**config.mk**
```make
export PLATFORM = sky130hd
export DESIGN_NAME = agas_cell
export DESIGN_NICKNAME = d
export VERILOG_FILES = /design/src/agas_pkg.sv /design/src/agas_cell.sv
export SDC_FILE = /design/constraint.sdc
export NUM_CORES = 2
export LEC_CHECK = 0
export ABC_AREA = 0
export ABC_CLOCK_PERIOD_IN_PS = 10700
export BUFFER_PORTS_ARGS = -buffer_cell sky130_fd_sc_hd__buf_4
export CORE_MARGIN = 2
export CORE_UTILIZATION = 50
export CTS_CLUSTER_DIAMETER = 30
export DETAILED_ROUTE_END_ITERATION = 10
export PLACE_DENSITY = 0.68
export SETUP_SLACK_MARGIN = 0.4
export SLEW_MARGIN = 5
export SYNTH_ARGS = -nofsm -noshare
export SYNTH_HDL_FRONTEND = slang
export SYNTH_SLANG_ARGS = --single-unit
```
**constraint.sdc**
```tcl
create_clock -name i_clk -period 10.7 [get_ports i_clk]
set_input_delay 1.07 -clock i_clk [delete_from_list [all_inputs] [get_ports i_clk]]
set_output_delay 1.07 -clock i_clk [all_outputs]
set_load 0.005 [all_outputs]
```
**src/agas_pkg.sv**
```systemverilog
// ----------------------------------------------------------------------------
// agas_pkg: shared types, constants and score helpers
// Score arithmetic saturates into [MINUS_INF, SCORE_TOP].
// ----------------------------------------------------------------------------
package agas_pkg;

    localparam int MAX_H = 256;
    localparam int CNT_W = $clog2(MAX_H + 1);
    localparam int IDX_W = (MAX_H > 1) ? $clog2(MAX_H) : 1;

    typedef logic signed [31:0] t_score;
    typedef logic signed [7:0]  t_wt;

    localparam t_score MINUS_INF = -32'sd536870912;
    localparam t_score SCORE_TOP = 32'sd2147483647;
    localparam logic signed [32:0] SUM_LO = -33'sd536870912;
    localparam logic signed [32:0] SUM_HI = 33'sd2147483647;

    typedef enum logic [1:0] {
        REQ_LOAD   = 2'd0,
        REQ_VERT   = 2'd1,
        REQ_FINISH = 2'd2
    } t_req;

    localparam logic [2:0] CFG_MATCH    = 3'd0;
    localparam logic [2:0] CFG_MISMATCH = 3'd1;
    localparam logic [2:0] CFG_GAP_OPEN = 3'd2;
    localparam logic [2:0] CFG_GAP_EXT  = 3'd3;
    localparam logic [2:0] CFG_MODE     = 3'd4;

    localparam logic [1:0] MODE_NONE  = 2'd0;
    localparam logic [1:0] MODE_DOWN  = 2'd1;
    localparam logic [1:0] MODE_RIGHT = 2'd2;
    localparam logic [1:0] MODE_ANY   = 2'd3;

    localparam logic [1:0] ST_OK       = 2'd0;
    localparam logic [1:0] ST_OVERFLOW = 2'd1;
    localparam logic [1:0] ST_LATE     = 2'd2;

    typedef enum logic [1:0] {
        OP_ADV  = 2'd0,
        OP_CLR  = 2'd1,
        OP_READ = 2'd2
    } t_op;

    typedef enum logic [1:0] {
        S_IDLE = 2'd0,
        S_COL0 = 2'd1,
        S_RUN  = 2'd2
    } t_state;

    // row controls broadcast to every cell during one pass
    typedef struct packed {
        t_op        op;
        logic       first_row;
        logic       use_d;
        logic       use_r;
        logic       use_dn;
        logic       allow_down;
        logic [7:0] vsym;
        t_wt        m;
        t_wt        x;
        t_wt        g;
        t_wt        e;
    } t_row_ctl;

    // wavefront token handed from one column to the next
    typedef struct packed {
        logic             valid;
        logic [CNT_W-1:0] rem;
        t_score           old_d;
        t_score           old_r;
        t_score           old_dn;
        t_score           new_d;
        t_score           new_r;
        t_score           new_dn;
    } t_link;

    typedef struct packed {
        logic             we;
        logic [IDX_W-1:0] idx;
        logic [7:0]       sym;
    } t_load;

    function automatic t_score sat_add(input t_score a, input t_wt b);
        logic signed [32:0] s;
        s = $signed({a[31], a}) + $signed({{25{b[7]}}, b});
        if (s < SUM_LO) begin
            return MINUS_INF;
        end else if (s > SUM_HI) begin
            return SCORE_TOP;
        end else begin
            return s[31:0];
        end
    endfunction

    function automatic t_score smax(input t_score a, input t_score b);
        return (a > b) ? a : b;
    endfunction

endpackage

```
**src/agas_cell.sv**
```systemverilog
// ----------------------------------------------------------------------------
// agas_cell: one column of the score rows
// Holds one horizontal symbol and the three scores of its column, updates
// them when the wavefront token passes and hands the token on.
// ----------------------------------------------------------------------------
module agas_cell (
    input  logic               i_clk,
    input  logic               i_rst_n,
    input  agas_pkg::t_row_ctl i_ctl,
    input  logic               i_load_we,
    input  logic [7:0]         i_load_sym,
    input  agas_pkg::t_link    i_link,
    output agas_pkg::t_link    o_link
);

    logic [7:0]       r_sym;
    agas_pkg::t_score r_d, r_r, r_dn;
    agas_pkg::t_score n_d, n_r, n_dn;
    agas_pkg::t_link  r_link, n_link;

    agas_pkg::t_score fr_r, od, orr, odn, best, nd, nr, ndn;
    logic             act;

    always_comb begin
        // first matrix row, rebuilt on the fly from the left neighbor
        fr_r = agas_pkg::smax(agas_pkg::sat_add(i_link.old_d, i_ctl.g),
                              agas_pkg::sat_add(i_link.old_r, i_ctl.e));
        od   = i_ctl.first_row ? agas_pkg::MINUS_INF : r_d;
        orr  = i_ctl.first_row ? fr_r : r_r;
        odn  = i_ctl.first_row ? agas_pkg::MINUS_INF : r_dn;

        best = agas_pkg::MINUS_INF;
        if (i_ctl.use_d) begin
            best = agas_pkg::smax(best, i_link.old_d);
        end
        if (i_ctl.use_r) begin
            best = agas_pkg::smax(best, i_link.old_r);
        end
        if (i_ctl.use_dn) begin
            best = agas_pkg::smax(best, i_link.old_dn);
        end
        nd  = agas_pkg::sat_add(best, (r_sym == i_ctl.vsym) ? i_ctl.m : i_ctl.x);
        ndn = i_ctl.allow_down ?
              agas_pkg::smax(agas_pkg::sat_add(od, i_ctl.g),
                             agas_pkg::sat_add(odn, i_ctl.e)) :
              agas_pkg::MINUS_INF;
        nr  = agas_pkg::smax(agas_pkg::sat_add(i_link.new_d, i_ctl.g),
                             agas_pkg::sat_add(i_link.new_r, i_ctl.e));

        act    = i_link.valid && (i_link.rem != '0);
        n_link = i_link;
        n_d    = r_d;
        n_r    = r_r;
        n_dn   = r_dn;
        if (act) begin
            n_link.rem    = i_link.rem - 1'b1;
            n_link.old_d  = od;
            n_link.old_r  = orr;
            n_link.old_dn = odn;
            case (i_ctl.op)
                agas_pkg::OP_ADV: begin
                    n_link.new_d  = nd;
                    n_link.new_r  = nr;
                    n_link.new_dn = ndn;
                    n_d  = nd;
                    n_r  = nr;
                    n_dn = ndn;
                end
                agas_pkg::OP_CLR: begin
                    n_link.new_d  = agas_pkg::MINUS_INF;
                    n_link.new_r  = agas_pkg::MINUS_INF;
                    n_link.new_dn = agas_pkg::MINUS_INF;
                    n_d  = agas_pkg::MINUS_INF;
                    n_r  = agas_pkg::MINUS_INF;
                    n_dn = agas_pkg::MINUS_INF;
                end
                agas_pkg::OP_READ: begin
                    n_link.new_d  = od;
                    n_link.new_r  = orr;
                    n_link.new_dn = odn;
                end
                default: begin
                    n_link = i_link;
                end
            endcase
        end
    end

    always_ff @(posedge i_clk) begin
        r_d  <= n_d;
        r_r  <= n_r;
        r_dn <= n_dn;
        if (i_load_we) begin
            r_sym <= i_load_sym;
        end
        if (!i_rst_n) begin
            r_link <= '0;
        end else begin
            r_link <= n_link;
        end
    end

    assign o_link = r_link;

endmodule

```
# Yosys cells after proc, flatten, opt, wreduce, memory -nomap -nowiden
# Index checks and enable logic that the tools add are counted.
# Widths: inputs -> output; s select.
[word_totals]
ff_bits = 306
latch_bits = 0
mem_bits_rw = 0
rom_bits = 0
memories = 0
[classes]
addsub = 8
mul = 0
div_mod_pow = 0
order_cmp = 20
n_eq_ne = 3
n_shift = 0
muxes = 34
bitwise_logic = 0
n_reduce_logical = 6
[ops]
columns = ["op", "n"]
rows = [
  ["$mux 32", 27],
  ["$pmux 96 s3", 1],
  ["$add 32x8->33", 7],
  ["$gt 33x32->1 const B", 7],
  ["$lt 33x30->1 const B", 7],
  ["$mux 201", 1],
  ["$pmux 32 s2", 3],
  ["$gt 32x32->1", 5],
  ["$mux 105", 1],
  ["$gt 30x32->1 const A", 1],
  ["$reduce_bool 9->1", 1],
  ["$sub 9x1->9 const B", 1],
  ["$eq 8x8->1", 1],
  ["$mux 8", 1],
  ["$reduce_or 3->1", 1],
  ["$eq 2x1->1 const B", 1],
  ["$eq 2x2->1 const B", 1],
  ["$logic_not 2->1", 1],
  ["$reduce_and 2->1", 1],
  ["$reduce_bool 2->1", 1],
  ["$logic_and 1x1->1", 1],
]

# Depth between registers and ports, before layout
[logic_depth]
depth_word = 15
depth_mapped = 45

# Worst setup path after synthesis
# OpenSTA, ideal clock, no wires.
[synth_path]
path_type = "input-to-reg"
start = "in i_link[189] (netlist name)"
end = "reg r_d[14], data pin"
arrival_ps = 9448
required_ps = 10554
path_slack_ps = 1106
cell_stages = 42
n_path_buf = 6
cell_sequence = "nand2_1 -> a21boi_0 -> clkbuf_1 -> clkbuf_1 -> and2_1 -> ha_1 -> a21o_1 -> a21o_1 -> a21o_1 -> a21oi_1 -> o21ai_0 -> a21o_1 -> or4_1 -> o21ai_1 -> a31oi_1 -> clkbuf_1 -> mux2_2 -> ha_1 -> [6 not listed] -> mux2_2 -> nor2_1 -> clkbuf_1 -> mux2_2 -> ha_1 -> o21ai_1 -> o211ai_1 -> a41oi_2 -> o31a_1 -> o21ai_2 -> a21oi_1 -> o211a_1 -> or3b_1 -> nand2b_1 -> nand2_1 -> buf_2 -> buf_2 -> a21oi_1"
[synth_via]
elab_chain_len = 14
[synth_lines]
columns = ["element", "line", "rtl"]
rows = [
  ["start, declared", "agas_cell.sv:12", "input agas_pkg::t_link i_link,"],
  ["$gt 30x32->1", "agas_pkg.sv:98", "return (a > b) ? a : b;"],
  ["$mux 32 *", "agas_pkg.sv:98", ""],
  ["$mux 32 *", "agas_cell.sv:33", "if (i_ctl.use_d) begin"],
  ["$gt 32x32->1", "agas_pkg.sv:98", ""],
  ["$mux 32", "agas_pkg.sv:98", ""],
  ["$mux 32 *", "agas_cell.sv:36", "if (i_ctl.use_r) begin"],
  ["$gt 32x32->1", "agas_pkg.sv:98", ""],
  ["$mux 32", "agas_pkg.sv:98", ""],
  ["$mux 32 *", "agas_cell.sv:39", "if (i_ctl.use_dn) begin"],
  ["$add 32x8->33 *", "agas_pkg.sv:87", "s = $signed({a[31], a}) + $signed({{25{b[7]}}, b});"],
  ["$gt 33x32->1", "agas_pkg.sv:90", "end else if (s > SUM_HI) begin"],
  ["$mux 32", "agas_pkg.sv:90", ""],
  ["$mux 32 *", "agas_pkg.sv:88", "if (s < SUM_LO) begin"],
  ["$pmux 32 s2 *", "agas_cell.sv:60", "case (i_ctl.op)"],
  ["end signal, assigned", "agas_cell.sv:90", "r_d <= n_d;"],
  ["end, declared", "agas_cell.sv:17", "agas_pkg::t_score r_d, r_r, r_dn;"],
]
# Mark *: on every way between the ends. The rest lies on a longest branch, timed or not.
# A chain may end at the register's enable or synchronous reset.

# Worst setup path after layout
[layout_path]
start = "in i_link[189] (netlist name)"
end = "reg r_d[21], data pin"
# Same word-level chain as after synthesis.

==> metrics.cfg <==
[synth]
syn_area_um2 = 32240
synth_cells = 4193
syn-num-nets = 4845
ys.flop_type = dfxtp_1
synthMostInstantiatedCell = nand2_1
syn_area_per_cell_um2 = 7.688
yosysTopAreaCell = ha_1
synth_common_cells = 493 x nand2_1, 437 x a21oi_1, 385 x ha_1
synthDistinctLibCells = 109
synth_top_area_share_pct = 14.94
synthTopCellsByArea = ha_1 15%, dfxtp_1 13%, edfxtp_1 9.7%
synth_seq_cells = 306
ys_warn_count = 0
ys_async_sr_fraction_pct = 0
synth_edf_count = 104
ys_seq_area_share_pct = 22.23

[final_layout]
syn_to_final_growth_pct = 21.19
drive_gt1_share_pct = 17.27
fillers = 6012
fin_nets = 5227

[pwr]
leakage_uw = 0.01756
p_total_uw = 7115
power_per_cell_area_nw_per_um2 = 182.1
ir_worst_vdd_v = 0.0001235

[floorplanning]
dieWidth_um = 257.9
core_um2 = 64120
row_count = 93
die_h_um = 257.9
start_util_pct = 50.28
dieArea_um2 = 66520
io_pins = 462

[clock_network]
cts-root-buf = clkbuf_16
cts_inserted_buffers = 76
tritoncts = done
htree_levels = 3
clkTransAtPathRegs_ns = 0.05
clockBufferDepth = 3
cts_sinks = 306
clkLatencyLatePin_ns = 0.62

[global_route]
grt_remaining_overflow = 0
grt_max_degree = 134
grt_use_total_pct = 44.49
grt_pass1_vias = 33400
grt_pass1_wl_um = 220800
antenna_found_initial = 5

[detailed_routing]
drc = 0
via_per_inst = 6.566
routed_wl_um = 154100
detail_route.wl_per_cell_um = 28.04
postRouteAntennaNets = 0
vias = 36100
drt_iter0_markers = 4667
dr.pass1.iters = 6

[timing]
fin_tns_setup_ns = 0
setup_viol = 0
finalHoldViolations = 0
rsz0062_at_grt = false
fmax_ghz = 0.1029
finalClockSkew_ns = 0.02588
hold_ws_ns = 0.5444
min_period_ns = 9.718
max-slew-margin-rel_pct = 22.42
worstMarginPinSlew_ns = 1.164
fin_crit_sh_pct = 90.83
drv_slew = 0

[status]
status = finished, final reports clean

[setup_path]
crit_path_end_kind = flop
timing.rr.start = r_dn[0]
cp_slowest_cell = or4_1
cp-start-kind = input port
arrival_ns = 10.15
path_class = input port to flop
worstPathRequired_ns = 11.13
max_stage_delay_ns = 0.52
crit_fanout = 29
reg2reg_depth = 26
worstSetupStartpoint = i_link[189]

[job]
drv_cap = 0

[placement]
io_buffers = 461
gp_congestion = 1.075
dp_hpwl_um = 123700

[hold_path]
hold_class = flop to flop
holdCritStartpoint = r_r[28]
hold_depth = 2

[power breakdown]
group / total (µW) / internal, µW / switching, µW
sequential: 1430 / 1380 / 58.5
combinational: 3320 / 1180 / 2140
clock: 2360 / 1560 / 799
[sequential cells by signal, summed over array words and instances, names as in the netlist]
signal  count
r_r        32
r_sym       8
r_d        32
r_dn       32
o_link    202
[worst paths after layout]
check | end | slack (ns)
max | r_d[21] | 0.98
min | o_link[60] | 0.54
max reg2reg | o_link[12] | 3.20
min reg2reg | o_link[60] | 0.54
[cell families after synthesis]
group	after synthesis	synth area share (%)
adders and majority gates	392	15.38
xor gates and xnor gates	198	5.403
AOI/OAI and AO/OA	1409	28.34
DFF	306	22.23
muxes	91	3.140
buffers and inverters	355	4.343
and+or+nand+nor	1442	21.16
[cells in the final DEF (no fill, tap or decap), types with 40 or more instances in the layout]
cell | netlist | layout
xnor2_1 | 114 | 114
a211oi_1 | 43 | 43
nor2b_1 | 98 | 97
o211ai_1 | 61 | 61
dfxtp_1 | 202 | 202
and2_1 | 51 | 52
nor3_1 | 60 | 60
a21oi_1 | 437 | 437
mux2_2 | 77 | 77
nand4_1 | 55 | 55
o21a_1 | 56 | 56
buf_4 | 3 | 506
inv_1 | 147 | 146
and3_1 | 40 | 40
nand3_1 | 90 | 90
o21ai_0 | 277 | 277
a22oi_1 | 60 | 60
clkbuf_16 | 0 | 82
nor2_1 | 378 | 371
edfxtp_1 | 104 | 104
ha_1 | 385 | 385
a21o_1 | 132 | 132
xor2_1 | 83 | 83
nand2_1 | 493 | 493
nand2b_1 | 59 | 59
[worst max-delay path: cells and delay by family]
family	cells	cell delay, ns
compound gates	18	3.60
simple gates	12	2.42
buf+inv	5	1.08
mux	3	1.04
fa+ha+maj	3	0.92
[cell type report]
type	count	area, µm²	share of cell area [%]
clock inverters	48	508.0	1.300
multi-input cells	3532	23770	60.83
repair buffers	510	3870	9.906
inverters	149	561.8	1.438
clock buffers	92	2110	5.400
well taps	855	1070	2.738
flip-flops and latches	306	7167	18.35
diodes	6	15.01	0.03843
[per-stage QoR]
step	std cells	area [µm²]	setup WS, ns	utilization [%]
floorplan	4193	32240	1.106	-
global placement	5350	36390	0.7282	56.76
detailed placement	5350	36390	0.5723	56.76
CTS	5490	39010	1.094	60.85
global route	5492	39050	0.3972	60.91
finish	5498	39070	0.9816	60.93
[routing by layer]
metal | vias to the layer above | global-route usage, % | part of all wire [%]
li1 | 16260 | - | -
met1 | 17030 | 57.66 | 39
met3 | 491 | 9.531 | 11
met4 | 0 | 30.43 | 7.8
met5 | - | 0 | 0
met2 | 2322 | 66.17 | 42
[what timing repair did]
| item | in CTS | in global routing |
|---|---|---|
| gates resized for setup | 0 | 4 |
| buffers inserted | 0 | 2 |
| endpoints found under the hold margin | 0 | 0 |
| endpoints found under the setup margin | 0 | 35 |
| hold buffers | 0 | 0 |
Note: power is estimated with default switching activity, not from simulation.
