## src/agas_pkg.sv

```systemverilog
// ----------------------------------------------------------------------------
// agas_pkg: shared types, constants and score helpers
// Score arithmetic saturates into [MINUS_INF, SCORE_TOP].
// ----------------------------------------------------------------------------
package agas_pkg;

    localparam int MAX_H = 256;
    localparam int CNT_W = $clog2(MAX_H + 1);
    localparam int IDX_W = (MAX_H > 1) ? $clog2(MAX_H) : 1;

    typedef logic signed [31:0] t_score;
    typedef logic signed [7:0]  t_wt;

    localparam t_score MINUS_INF = -32'sd536870912;
    localparam t_score SCORE_TOP = 32'sd2147483647;
    localparam logic signed [32:0] SUM_LO = -33'sd536870912;
    localparam logic signed [32:0] SUM_HI = 33'sd2147483647;

    typedef enum logic [1:0] {
        REQ_LOAD   = 2'd0,
        REQ_VERT   = 2'd1,
        REQ_FINISH = 2'd2
    } t_req;

    localparam logic [2:0] CFG_MATCH    = 3'd0;
    localparam logic [2:0] CFG_MISMATCH = 3'd1;
    localparam logic [2:0] CFG_GAP_OPEN = 3'd2;
    localparam logic [2:0] CFG_GAP_EXT  = 3'd3;
    localparam logic [2:0] CFG_MODE     = 3'd4;

    localparam logic [1:0] MODE_NONE  = 2'd0;
    localparam logic [1:0] MODE_DOWN  = 2'd1;
    localparam logic [1:0] MODE_RIGHT = 2'd2;
    localparam logic [1:0] MODE_ANY   = 2'd3;

    localparam logic [1:0] ST_OK       = 2'd0;
    localparam logic [1:0] ST_OVERFLOW = 2'd1;
    localparam logic [1:0] ST_LATE     = 2'd2;

    typedef enum logic [1:0] {
        OP_ADV  = 2'd0,
        OP_CLR  = 2'd1,
        OP_READ = 2'd2
    } t_op;

    typedef enum logic [1:0] {
        S_IDLE = 2'd0,
        S_COL0 = 2'd1,
        S_RUN  = 2'd2
    } t_state;

    // row controls broadcast to every cell during one pass
    typedef struct packed {
        t_op        op;
        logic       first_row;
        logic       use_d;
        logic       use_r;
        logic       use_dn;
        logic       allow_down;
        logic [7:0] vsym;
        t_wt        m;
        t_wt        x;
        t_wt        g;
        t_wt        e;
    } t_row_ctl;

    // wavefront token handed from one column to the next
    typedef struct packed {
        logic             valid;
        logic [CNT_W-1:0] rem;
        t_score           old_d;
        t_score           old_r;
        t_score           old_dn;
        t_score           new_d;
        t_score           new_r;
        t_score           new_dn;
    } t_link;

    typedef struct packed {
        logic             we;
        logic [IDX_W-1:0] idx;
        logic [7:0]       sym;
    } t_load;

    function automatic t_score sat_add(input t_score a, input t_wt b);
        logic signed [32:0] s;
        s = $signed({a[31], a}) + $signed({{25{b[7]}}, b});
        if (s < SUM_LO) begin
            return MINUS_INF;
        end else if (s > SUM_HI) begin
            return SCORE_TOP;
        end else begin
            return s[31:0];
        end
    endfunction

    function automatic t_score smax(input t_score a, input t_score b);
        return (a > b) ? a : b;
    endfunction

endpackage

```

## src/agas_ctrl.sv

```systemverilog
// ----------------------------------------------------------------------------
// agas_ctrl: request sequencer, settings and column zero
// Takes requests, keeps counts and error state, starts each wavefront pass
// and forms the score from the token leaving the end of the chain.
// ----------------------------------------------------------------------------
module agas_ctrl (
    input  logic                   i_clk,
    input  logic                   i_rst_n,
    input  logic                   i_start,
    input  logic [1:0]             i_req_type,
    input  logic [7:0]             i_symbol,
    input  logic                   i_cfg_we,
    input  logic [2:0]             i_cfg_idx,
    input  logic [7:0]             i_cfg_data,
    input  agas_pkg::t_link        i_link_last,
    output logic                   o_busy,
    output logic                   o_strobe,
    output logic signed [31:0]     o_score,
    output logic [1:0]             o_status,
    output agas_pkg::t_row_ctl     o_ctl,
    output agas_pkg::t_link        o_link0,
    output agas_pkg::t_load        o_load
);

    agas_pkg::t_state r_state, n_state;
    agas_pkg::t_wt    r_m, r_x, r_g, r_e;
    logic [1:0]       r_mode;
    logic [agas_pkg::CNT_W-1:0] r_count, n_count;
    logic [agas_pkg::CNT_W-1:0] r_cnt, n_cnt;
    logic [31:0]      r_rows, n_rows;
    logic [1:0]       r_err, n_err;
    agas_pkg::t_score r_dn0, n_dn0;
    agas_pkg::t_row_ctl r_ctl, n_ctl;
    agas_pkg::t_link  r_link0, n_link0;
    logic             r_out_valid, n_out_valid;
    agas_pkg::t_score r_score, n_score;
    logic [1:0]       r_status, n_status;
    agas_pkg::t_load  n_load;

    agas_pkg::t_score pd, pdn, dn_new;
    logic             first;

    // settings
    always_ff @(posedge i_clk) begin
        if (!i_rst_n) begin
            r_m    <= 8'sd1;
            r_x    <= -8'sd1;
            r_g    <= -8'sd2;
            r_e    <= -8'sd1;
            r_mode <= agas_pkg::MODE_ANY;
        end else if (i_cfg_we) begin
            case (i_cfg_idx)
                agas_pkg::CFG_MATCH:    r_m    <= i_cfg_data;
                agas_pkg::CFG_MISMATCH: r_x    <= i_cfg_data;
                agas_pkg::CFG_GAP_OPEN: r_g    <= i_cfg_data;
                agas_pkg::CFG_GAP_EXT:  r_e    <= i_cfg_data;
                agas_pkg::CFG_MODE:     r_mode <= i_cfg_data[1:0];
                default: begin
                end
            endcase
        end
    end

    always_comb begin
        n_state     = r_state;
        n_count     = r_count;
        n_cnt       = r_cnt;
        n_rows      = r_rows;
        n_err       = r_err;
        n_dn0       = r_dn0;
        n_ctl       = r_ctl;
        n_out_valid = 1'b0;
        n_score     = r_score;
        n_status    = r_status;
        n_load      = '{we: 1'b0, idx: r_count[agas_pkg::IDX_W-1:0], sym: i_symbol};
        first       = (r_rows == '0);

        // column zero before this row
        pd     = r_ctl.first_row ? 32'sd0 : agas_pkg::MINUS_INF;
        pdn    = r_ctl.first_row ? agas_pkg::MINUS_INF : r_dn0;
        dn_new = r_ctl.allow_down ?
                 agas_pkg::smax(agas_pkg::sat_add(pd, r_ctl.g),
                                agas_pkg::sat_add(pdn, r_ctl.e)) :
                 agas_pkg::MINUS_INF;

        n_link0        = r_link0;
        n_link0.valid  = 1'b0;
        n_link0.rem    = r_count;
        n_link0.old_d  = pd;
        n_link0.old_r  = agas_pkg::MINUS_INF;
        n_link0.old_dn = pdn;
        n_link0.new_d  = agas_pkg::MINUS_INF;
        n_link0.new_r  = agas_pkg::MINUS_INF;
        n_link0.new_dn = agas_pkg::MINUS_INF;

        case (r_state)
            agas_pkg::S_IDLE: begin
                if (i_start) begin
                    n_ctl.first_row  = first;
                    n_ctl.use_d      = 1'b1;
                    n_ctl.use_r      = 1'b1;
                    n_ctl.use_dn     = 1'b1;
                    n_ctl.allow_down = 1'b1;
                    n_ctl.vsym       = i_symbol;
                    n_ctl.m          = r_m;
                    n_ctl.x          = r_x;
                    n_ctl.g          = r_g;
                    n_ctl.e          = r_e;
                    n_ctl.op         = agas_pkg::OP_READ;
                    case (i_req_type)
                        agas_pkg::REQ_LOAD: begin
                            n_ctl = r_ctl;
                            if (!first) begin
                                if (r_err == agas_pkg::ST_OK) begin
                                    n_err = agas_pkg::ST_LATE;
                                end
                            end else if (r_count == agas_pkg::CNT_W'(agas_pkg::MAX_H)) begin
                                if (r_err == agas_pkg::ST_OK) begin
                                    n_err = agas_pkg::ST_OVERFLOW;
                                end
                            end else begin
                                n_load.we = 1'b1;
                                n_count   = r_count + 1'b1;
                            end
                        end
                        agas_pkg::REQ_VERT: begin
                            n_state   = agas_pkg::S_COL0;
                            n_ctl.op  = agas_pkg::OP_ADV;
                            if (first) begin
                                case (r_mode)
                                    agas_pkg::MODE_NONE: begin
                                        n_ctl.use_r      = 1'b0;
                                        n_ctl.use_dn     = 1'b0;
                                        n_ctl.allow_down = 1'b0;
                                    end
                                    agas_pkg::MODE_DOWN: begin
                                        n_ctl.op = agas_pkg::OP_CLR;
                                    end
                                    agas_pkg::MODE_RIGHT: begin
                                        n_ctl.use_d      = 1'b0;
                                        n_ctl.use_dn     = 1'b0;
                                        n_ctl.allow_down = 1'b0;
                                    end
                                    default: begin
                                    end
                                endcase
                            end
                        end
                        agas_pkg::REQ_FINISH: begin
                            n_state = agas_pkg::S_COL0;
                        end
                        default: begin
                            n_ctl = r_ctl;
                        end
                    endcase
                end
            end
            agas_pkg::S_COL0: begin
                n_link0.valid = 1'b1;
                n_state       = agas_pkg::S_RUN;
                n_cnt         = r_count;
                case (r_ctl.op)
                    agas_pkg::OP_ADV: begin
                        n_link0.new_dn = dn_new;
                        n_dn0          = dn_new;
                        n_rows         = (r_rows != '1) ? r_rows + 32'd1 : r_rows;
                    end
                    agas_pkg::OP_CLR: begin
                        n_dn0  = 32'(r_ctl.g);
                        n_rows = 32'd1;
                    end
                    agas_pkg::OP_READ: begin
                        // wait for the token to clear the whole chain
                        n_link0.new_d  = pd;
                        n_link0.new_dn = pdn;
                        n_cnt          = agas_pkg::CNT_W'(agas_pkg::MAX_H);
                    end
                    default: begin
                    end
                endcase
            end
            agas_pkg::S_RUN: begin
                if (r_cnt == '0) begin
                    n_state = agas_pkg::S_IDLE;
                    if (r_ctl.op == agas_pkg::OP_READ) begin
                        n_out_valid = 1'b1;
                        n_score  = agas_pkg::smax(i_link_last.new_d,
                                       agas_pkg::smax(i_link_last.new_r,
                                                      i_link_last.new_dn));
                        n_status = r_err;
                        n_count  = '0;
                        n_rows   = '0;
                        n_err    = agas_pkg::ST_OK;
                    end
                end else begin
                    n_cnt = r_cnt - 1'b1;
                end
            end
            default: begin
                n_state = agas_pkg::S_IDLE;
            end
        endcase
    end

    always_ff @(posedge i_clk) begin
        if (!i_rst_n) begin
            r_state <= agas_pkg::S_IDLE;
        end else begin
            r_state <= n_state;
        end
    end

    always_ff @(posedge i_clk) begin
        if (!i_rst_n) begin
            r_count     <= '0;
            r_rows      <= '0;
            r_err       <= agas_pkg::ST_OK;
            r_out_valid <= 1'b0;
            r_cnt       <= '0;
        end else begin
            r_count     <= n_count;
            r_rows      <= n_rows;
            r_err       <= n_err;
            r_out_valid <= n_out_valid;
            r_cnt       <= n_cnt;
        end
    end

    always_ff @(posedge i_clk) begin
        r_dn0    <= n_dn0;
        r_ctl    <= n_ctl;
        r_score  <= n_score;
        r_status <= n_status;
        if (!i_rst_n) begin
            r_link0 <= '0;
        end else begin
            r_link0 <= n_link0;
        end
    end

    assign o_busy   = (r_state != agas_pkg::S_IDLE);
    assign o_strobe = r_out_valid;
    assign o_score  = r_score;
    assign o_status = r_status;
    assign o_ctl    = r_ctl;
    assign o_link0  = r_link0;
    assign o_load   = n_load;

endmodule

```

## config.mk

```make
export PLATFORM = sky130hd
export DESIGN_NAME = agas_ctrl
export DESIGN_NICKNAME = d
export VERILOG_FILES = /design/src/agas_pkg.sv /design/src/agas_ctrl.sv
export SDC_FILE = /design/constraint.sdc
export NUM_CORES = 1
export LEC_CHECK = 0
export BUFFER_PORTS_ARGS = -buffer_cell sky130_fd_sc_hd__buf_2
export CAP_MARGIN = 5
export CORE_AREA = 3 3 203 205
export CTS_CLUSTER_SIZE = 12
export DETAILED_ROUTE_END_ITERATION = 10
export DIE_AREA = 0 0 206 208
export PLACE_DENSITY = 0.65
export RECOVER_POWER = 50
export SYNTH_ARGS = -nofsm -noshare
export SYNTH_HDL_FRONTEND = slang
export SYNTH_SLANG_ARGS = --single-unit
```

## constraint.sdc

```tcl
create_clock -name i_clk -period 17.82 [get_ports i_clk]
set_clock_uncertainty 0.15 [all_clocks]
set_input_delay 0.891 -clock i_clk [delete_from_list [all_inputs] [get_ports i_clk]]
set_output_delay 0.891 -clock i_clk [all_outputs]
set_load 0.01 [all_outputs]
```

# After elaboration in Yosys (flattened, before gate mapping)
# Index checks and enable logic that the tools add are counted.
# word_totals
regBits	404
out_inout_bits	302
in_bits	227
elab_cells	165
# classes
magnitude_cmp	7
n_mux	59
n_reduce_logical	32
n_eq_ne	27
addsub	5
# op_table
op	count
two-way mux 32 bit	16
case mux 32 bit (2 select lines)	4
two-way mux 160 bit	1
greater-than comparator 32 bit	3
two-way mux 9 bit	8
adder 32 x 8 -> 33 bit	2
greater-than comparator 33 x 32 -> 1 bit (second input constant)	2
< comparator 33 x 30 -> 1 bit (second input constant)	2
case mux 9 bit (2 select lines)	2
adder 32 x 1 -> 32 bit (second input constant)	1
zero test 32 bit	1
!= test 32 bit (second input constant)	1
two-way mux 2 bit	12
AND reduction 3 bit	6
AND reduction 2 bit	8
!= test 2 bit (second input constant)	7
!= test 3 bit (second input constant)	4
two-way mux 1 bit	11
zero test 2 bit	5
nonzero test 2 bit	5
adder 9 x 1 -> 9 bit (second input constant)	1
equality test 9 bit (second input constant)	1
zero test 9 bit	1
subtractor 9 x 1 -> 9 bit (second input constant)	1
other kinds (16)	25

# Longest topological paths before layout
# depth
word_depth	11
ltp_mapped	27

# Worst setup path before layout
# OpenSTA, ideal clock, no wires.
# synth_timing
path_kind	register -> register
from	register r_ctl (netlist bit o_ctl[44])
to	register r_link0 (netlist bit o_link0[16])
required_time_ns	17.594
setup_slack_ns	11.577
arrival_time_ns	6.018
stages_incl_launch_ff	27
cell_sequence	edfxtp_1 -> clkbuf_1 -> clkbuf_1 -> nor2b_1 -> ha_1 -> fa_1 -> a211oi_1 -> o21ai_1 -> o2111ai_1 -> o211ai_1 -> a211oi_1 -> o41a_1 -> nor2_2 -> a2111oi_2 -> or2_2 -> ha_1 -> a21o_1 -> a21oi_1 -> o21ai_0 -> a2111oi_0 -> or2_1 -> nand3_2 -> buf_6 -> or4_4 -> buf_6 -> a21boi_1 -> o22ai_1
# synth_rtl
element	line	rtl
from (decl)	agas_ctrl.sv:33	agas_pkg::t_row_ctl r_ctl, n_ctl;
from (signal assigned)	agas_ctrl.sv:231	r_ctl <= n_ctl;
to (signal assigned)	agas_ctrl.sv:237	r_link0 <= n_link0;
to (decl)	agas_ctrl.sv:34	agas_pkg::t_link r_link0, n_link0;

==> reports/qor.yml <==
cts_setup_buffers: 0
status: "finished with violations"
rows: 73
fin_util: 0.474
setup_viol: 0
crit_path_start: "o_ctl[44]"
ys.flop_type: "dfxtp_1"
critPathRequiredTime_ns: 18.10
cp.arrival_ns: 8.18
synth_top_area_frac: 0.202
clkTransAtPathRegs_ns: 0.06
r2r-start: "o_ctl[44]"
dp_hpwl_um: 34100
synthToLayoutAreaGrowth_pct: 13.0
fin_area_mm2: 0.0188
cellLeakagePower_nw: 8.03
critical-path-slowest-cell: "or4_4"
final_antenna_net_count: 0
cts_resized: 0
slew_violations: 143
start_kind: "flip-flop"
worstHoldStart: "r_m[6]"
fillerInstances: 3944
core_mm2: 0.0396
period_share: 0.443
hold_buffers: 0
cts_sinks: 278
hp-class: "flip-flop to flip-flop"
initial_utilization: 0.420
syn_avg_cell_area_um2: 9.17
grt_max_degree: 74
relSlewSlack: -1.29
synthTopCellsByArea: "edfxtp_1 20%, dfxtp_1 20%, ha_1 10%"
max_freq_mhz: 127
post_dp_cell_area_mm2: 0.0180
portBuffers: 306
synth_edf_count: 112
numCtsBuffers: 31
finalNetCount: 2433
drtIter0Drc: 779
finalWorstSetupSlack_ns: 9.92
irDropWorstVdd_mv: 0.0596
r2r_slack_ns: 9.92
yosysMostFrequentCell: "dfxtp_1"
cts_tree: "built"
ys_async_sr_fraction: 0
path_buf_inv: 2
vias: 13700
place_congestion: 0.884
critPathCaptureType: "flip-flop"
grt_pass1_vias: 13200
ys_top_cells_by_count: "166 x dfxtp_1, 151 x nand2_1, 143 x nor2_1, 142 x buf_4, 138 x ha_1"
syn_inst: 1815
setup_tns_ns: 0
grt_usage: 0.202
fp.dieH_um: 208
critPathTopFamily: "compound AO/OA/AOI/OAI gates"
synthesis.area_mm2: 0.0166
yosysTopAreaCell: "edfxtp_1"
synth_cell_types: 81
whs_ns: 0.278
path_class: "flip-flop to flip-flop"
pre_cts_slack_ns: 10.01
crit_path_max_incr_delay_ns: 0.70
drtPass1Iterations: 5
dieArea_mm2: 0.0428
drive_above_1_share: 0.122
grt-ovfl-total: 0
clock_latency_ns: 0.59
htree_levels: 1
grt_setup_unrepaired: "no"
grt_pass1_wl_um: 70600
io_pins: 529
drc: 0
maxCapViolCount: 3
antenna_found_initial: 6
worst-path-max-fanout: 53
die_x_um: 206
route.final.wire_length_um: 45500
seq_area_frac_synth: 0.402
violations: "capacitance limit, slew limit"
cts_buffer_depth: 3
via_per_inst: 5.21
fin_crit_ns: 7.90
root_buffer: "clkbuf_16"
crit_chain: "buf_4, nor2b_1, ha_1, fa_1, a211oi_1, o21ai_1, o2111ai_1, o211ai_1, a211oi_1, o41a_1, nor2_2, buf_4, a2111oi_2, or2_2, ha_1, a21o_1, a21oi_1, o21ai_0, a2111oi_0, or2_1, nand3_2, or4_4, a21boi_0, o22ai_1"
powerDensity_mw_per_mm2: 85.8
worstMarginPinSlew_ns: 3.43
ys_warn_count: 0
hold_violations: 0
route.detailed.wl_per_inst_um: 17.3
ys_seq_elements: 278
==> routing by layer <==
layer  wire, um  GRT usage  vias to the layer above
met5          0          0                        -
met4       1080     0.0595                        0
met3       3240     0.0404                       63
met2      21400      0.340                      404
met1      19700      0.263                     6466
li1           -          -                     6736
==> layout make-up <==
class                   instances  area [um2]  area share
repair buffers                317        1430      0.0762
flip-flops and latches        278        6690       0.356
multi-input cells            1339        8650       0.460
well taps                     525         657      0.0349
clock inverters                10        72.6     0.00386
inverters                     100         375      0.0200
clock buffers                  48         922      0.0490
diodes                          5        12.5    0.000665
==> cell families (layout without fill, tap and decap cells) <==
group                    after synthesis  count (layout)  share of synthesized area
AO/OA/AOI/OAI                        370             370                      0.139
multiplexers                          71              71                     0.0429
buffers and inverters                313             475                      0.106
flip-flops                           278             278                      0.402
XOR/XNOR                              54              54                     0.0284
other                                  1             121                   0.000225
adder cells (fa/ha/maj)              139             139                      0.105
AND/OR/NAND/NOR                      589             589                      0.176
==> state kept, by name, indices dropped and copies added (netlist names), 8 cells and up <==
name and count:
o_ctl 46, r_g 8, r_dn0 32, r_m 8, o_link0 77, r_e 8
r_x 8, r_cnt 9, r_rows 32, r_count 9, o_score 32
==> power by group <==
part	switching, mW	leakage (nW)	internal (mW)
logic	0.187	5.22	0.111
registers	0.00906	2.32	0.686
clock network	0.263	0.492	0.357
total	0.458	8.03	1.15
==> stage by stage <==
| stage | std cells | total power [mW] |
|---|---|---|
| global placement | 2559 | 0.999 |
| detailed placement | 2559 | 1.01 |
| CTS | 2617 | 1.63 |
| floorplan | 1930 | 0.939 |
| finish | 2622 | 1.61 |
| global route | 2620 | 1.69 |
==> cells in the final DEF, fill, tap and decap left out, types with 23 or more instances in the layout <==
master / n
buf_2: 170
dfxtp_1: 166
nand2_1: 151
clkbuf_1: 150
nor2_1: 141
ha_1: 138
conb_1: 116
edfxtp_1: 112
inv_1: 100
a21oi_1: 97
o21ai_0: 91
mux2i_1: 68
nand3_1: 62
nor2b_1: 42
and3_1: 39
nand4_1: 34
xor2_1: 33
clkbuf_16: 33
nor3_1: 23
o22ai_1: 23
==> final timing paths <==
path | end | depth (start not counted)
setup reg to reg | o_link0[27] | 24
hold / removal | o_ctl[30] | 0
setup / recovery | o_link0[27] | 24
hold reg to reg | o_ctl[30] | 0
(Power assumes the default switching activity.)
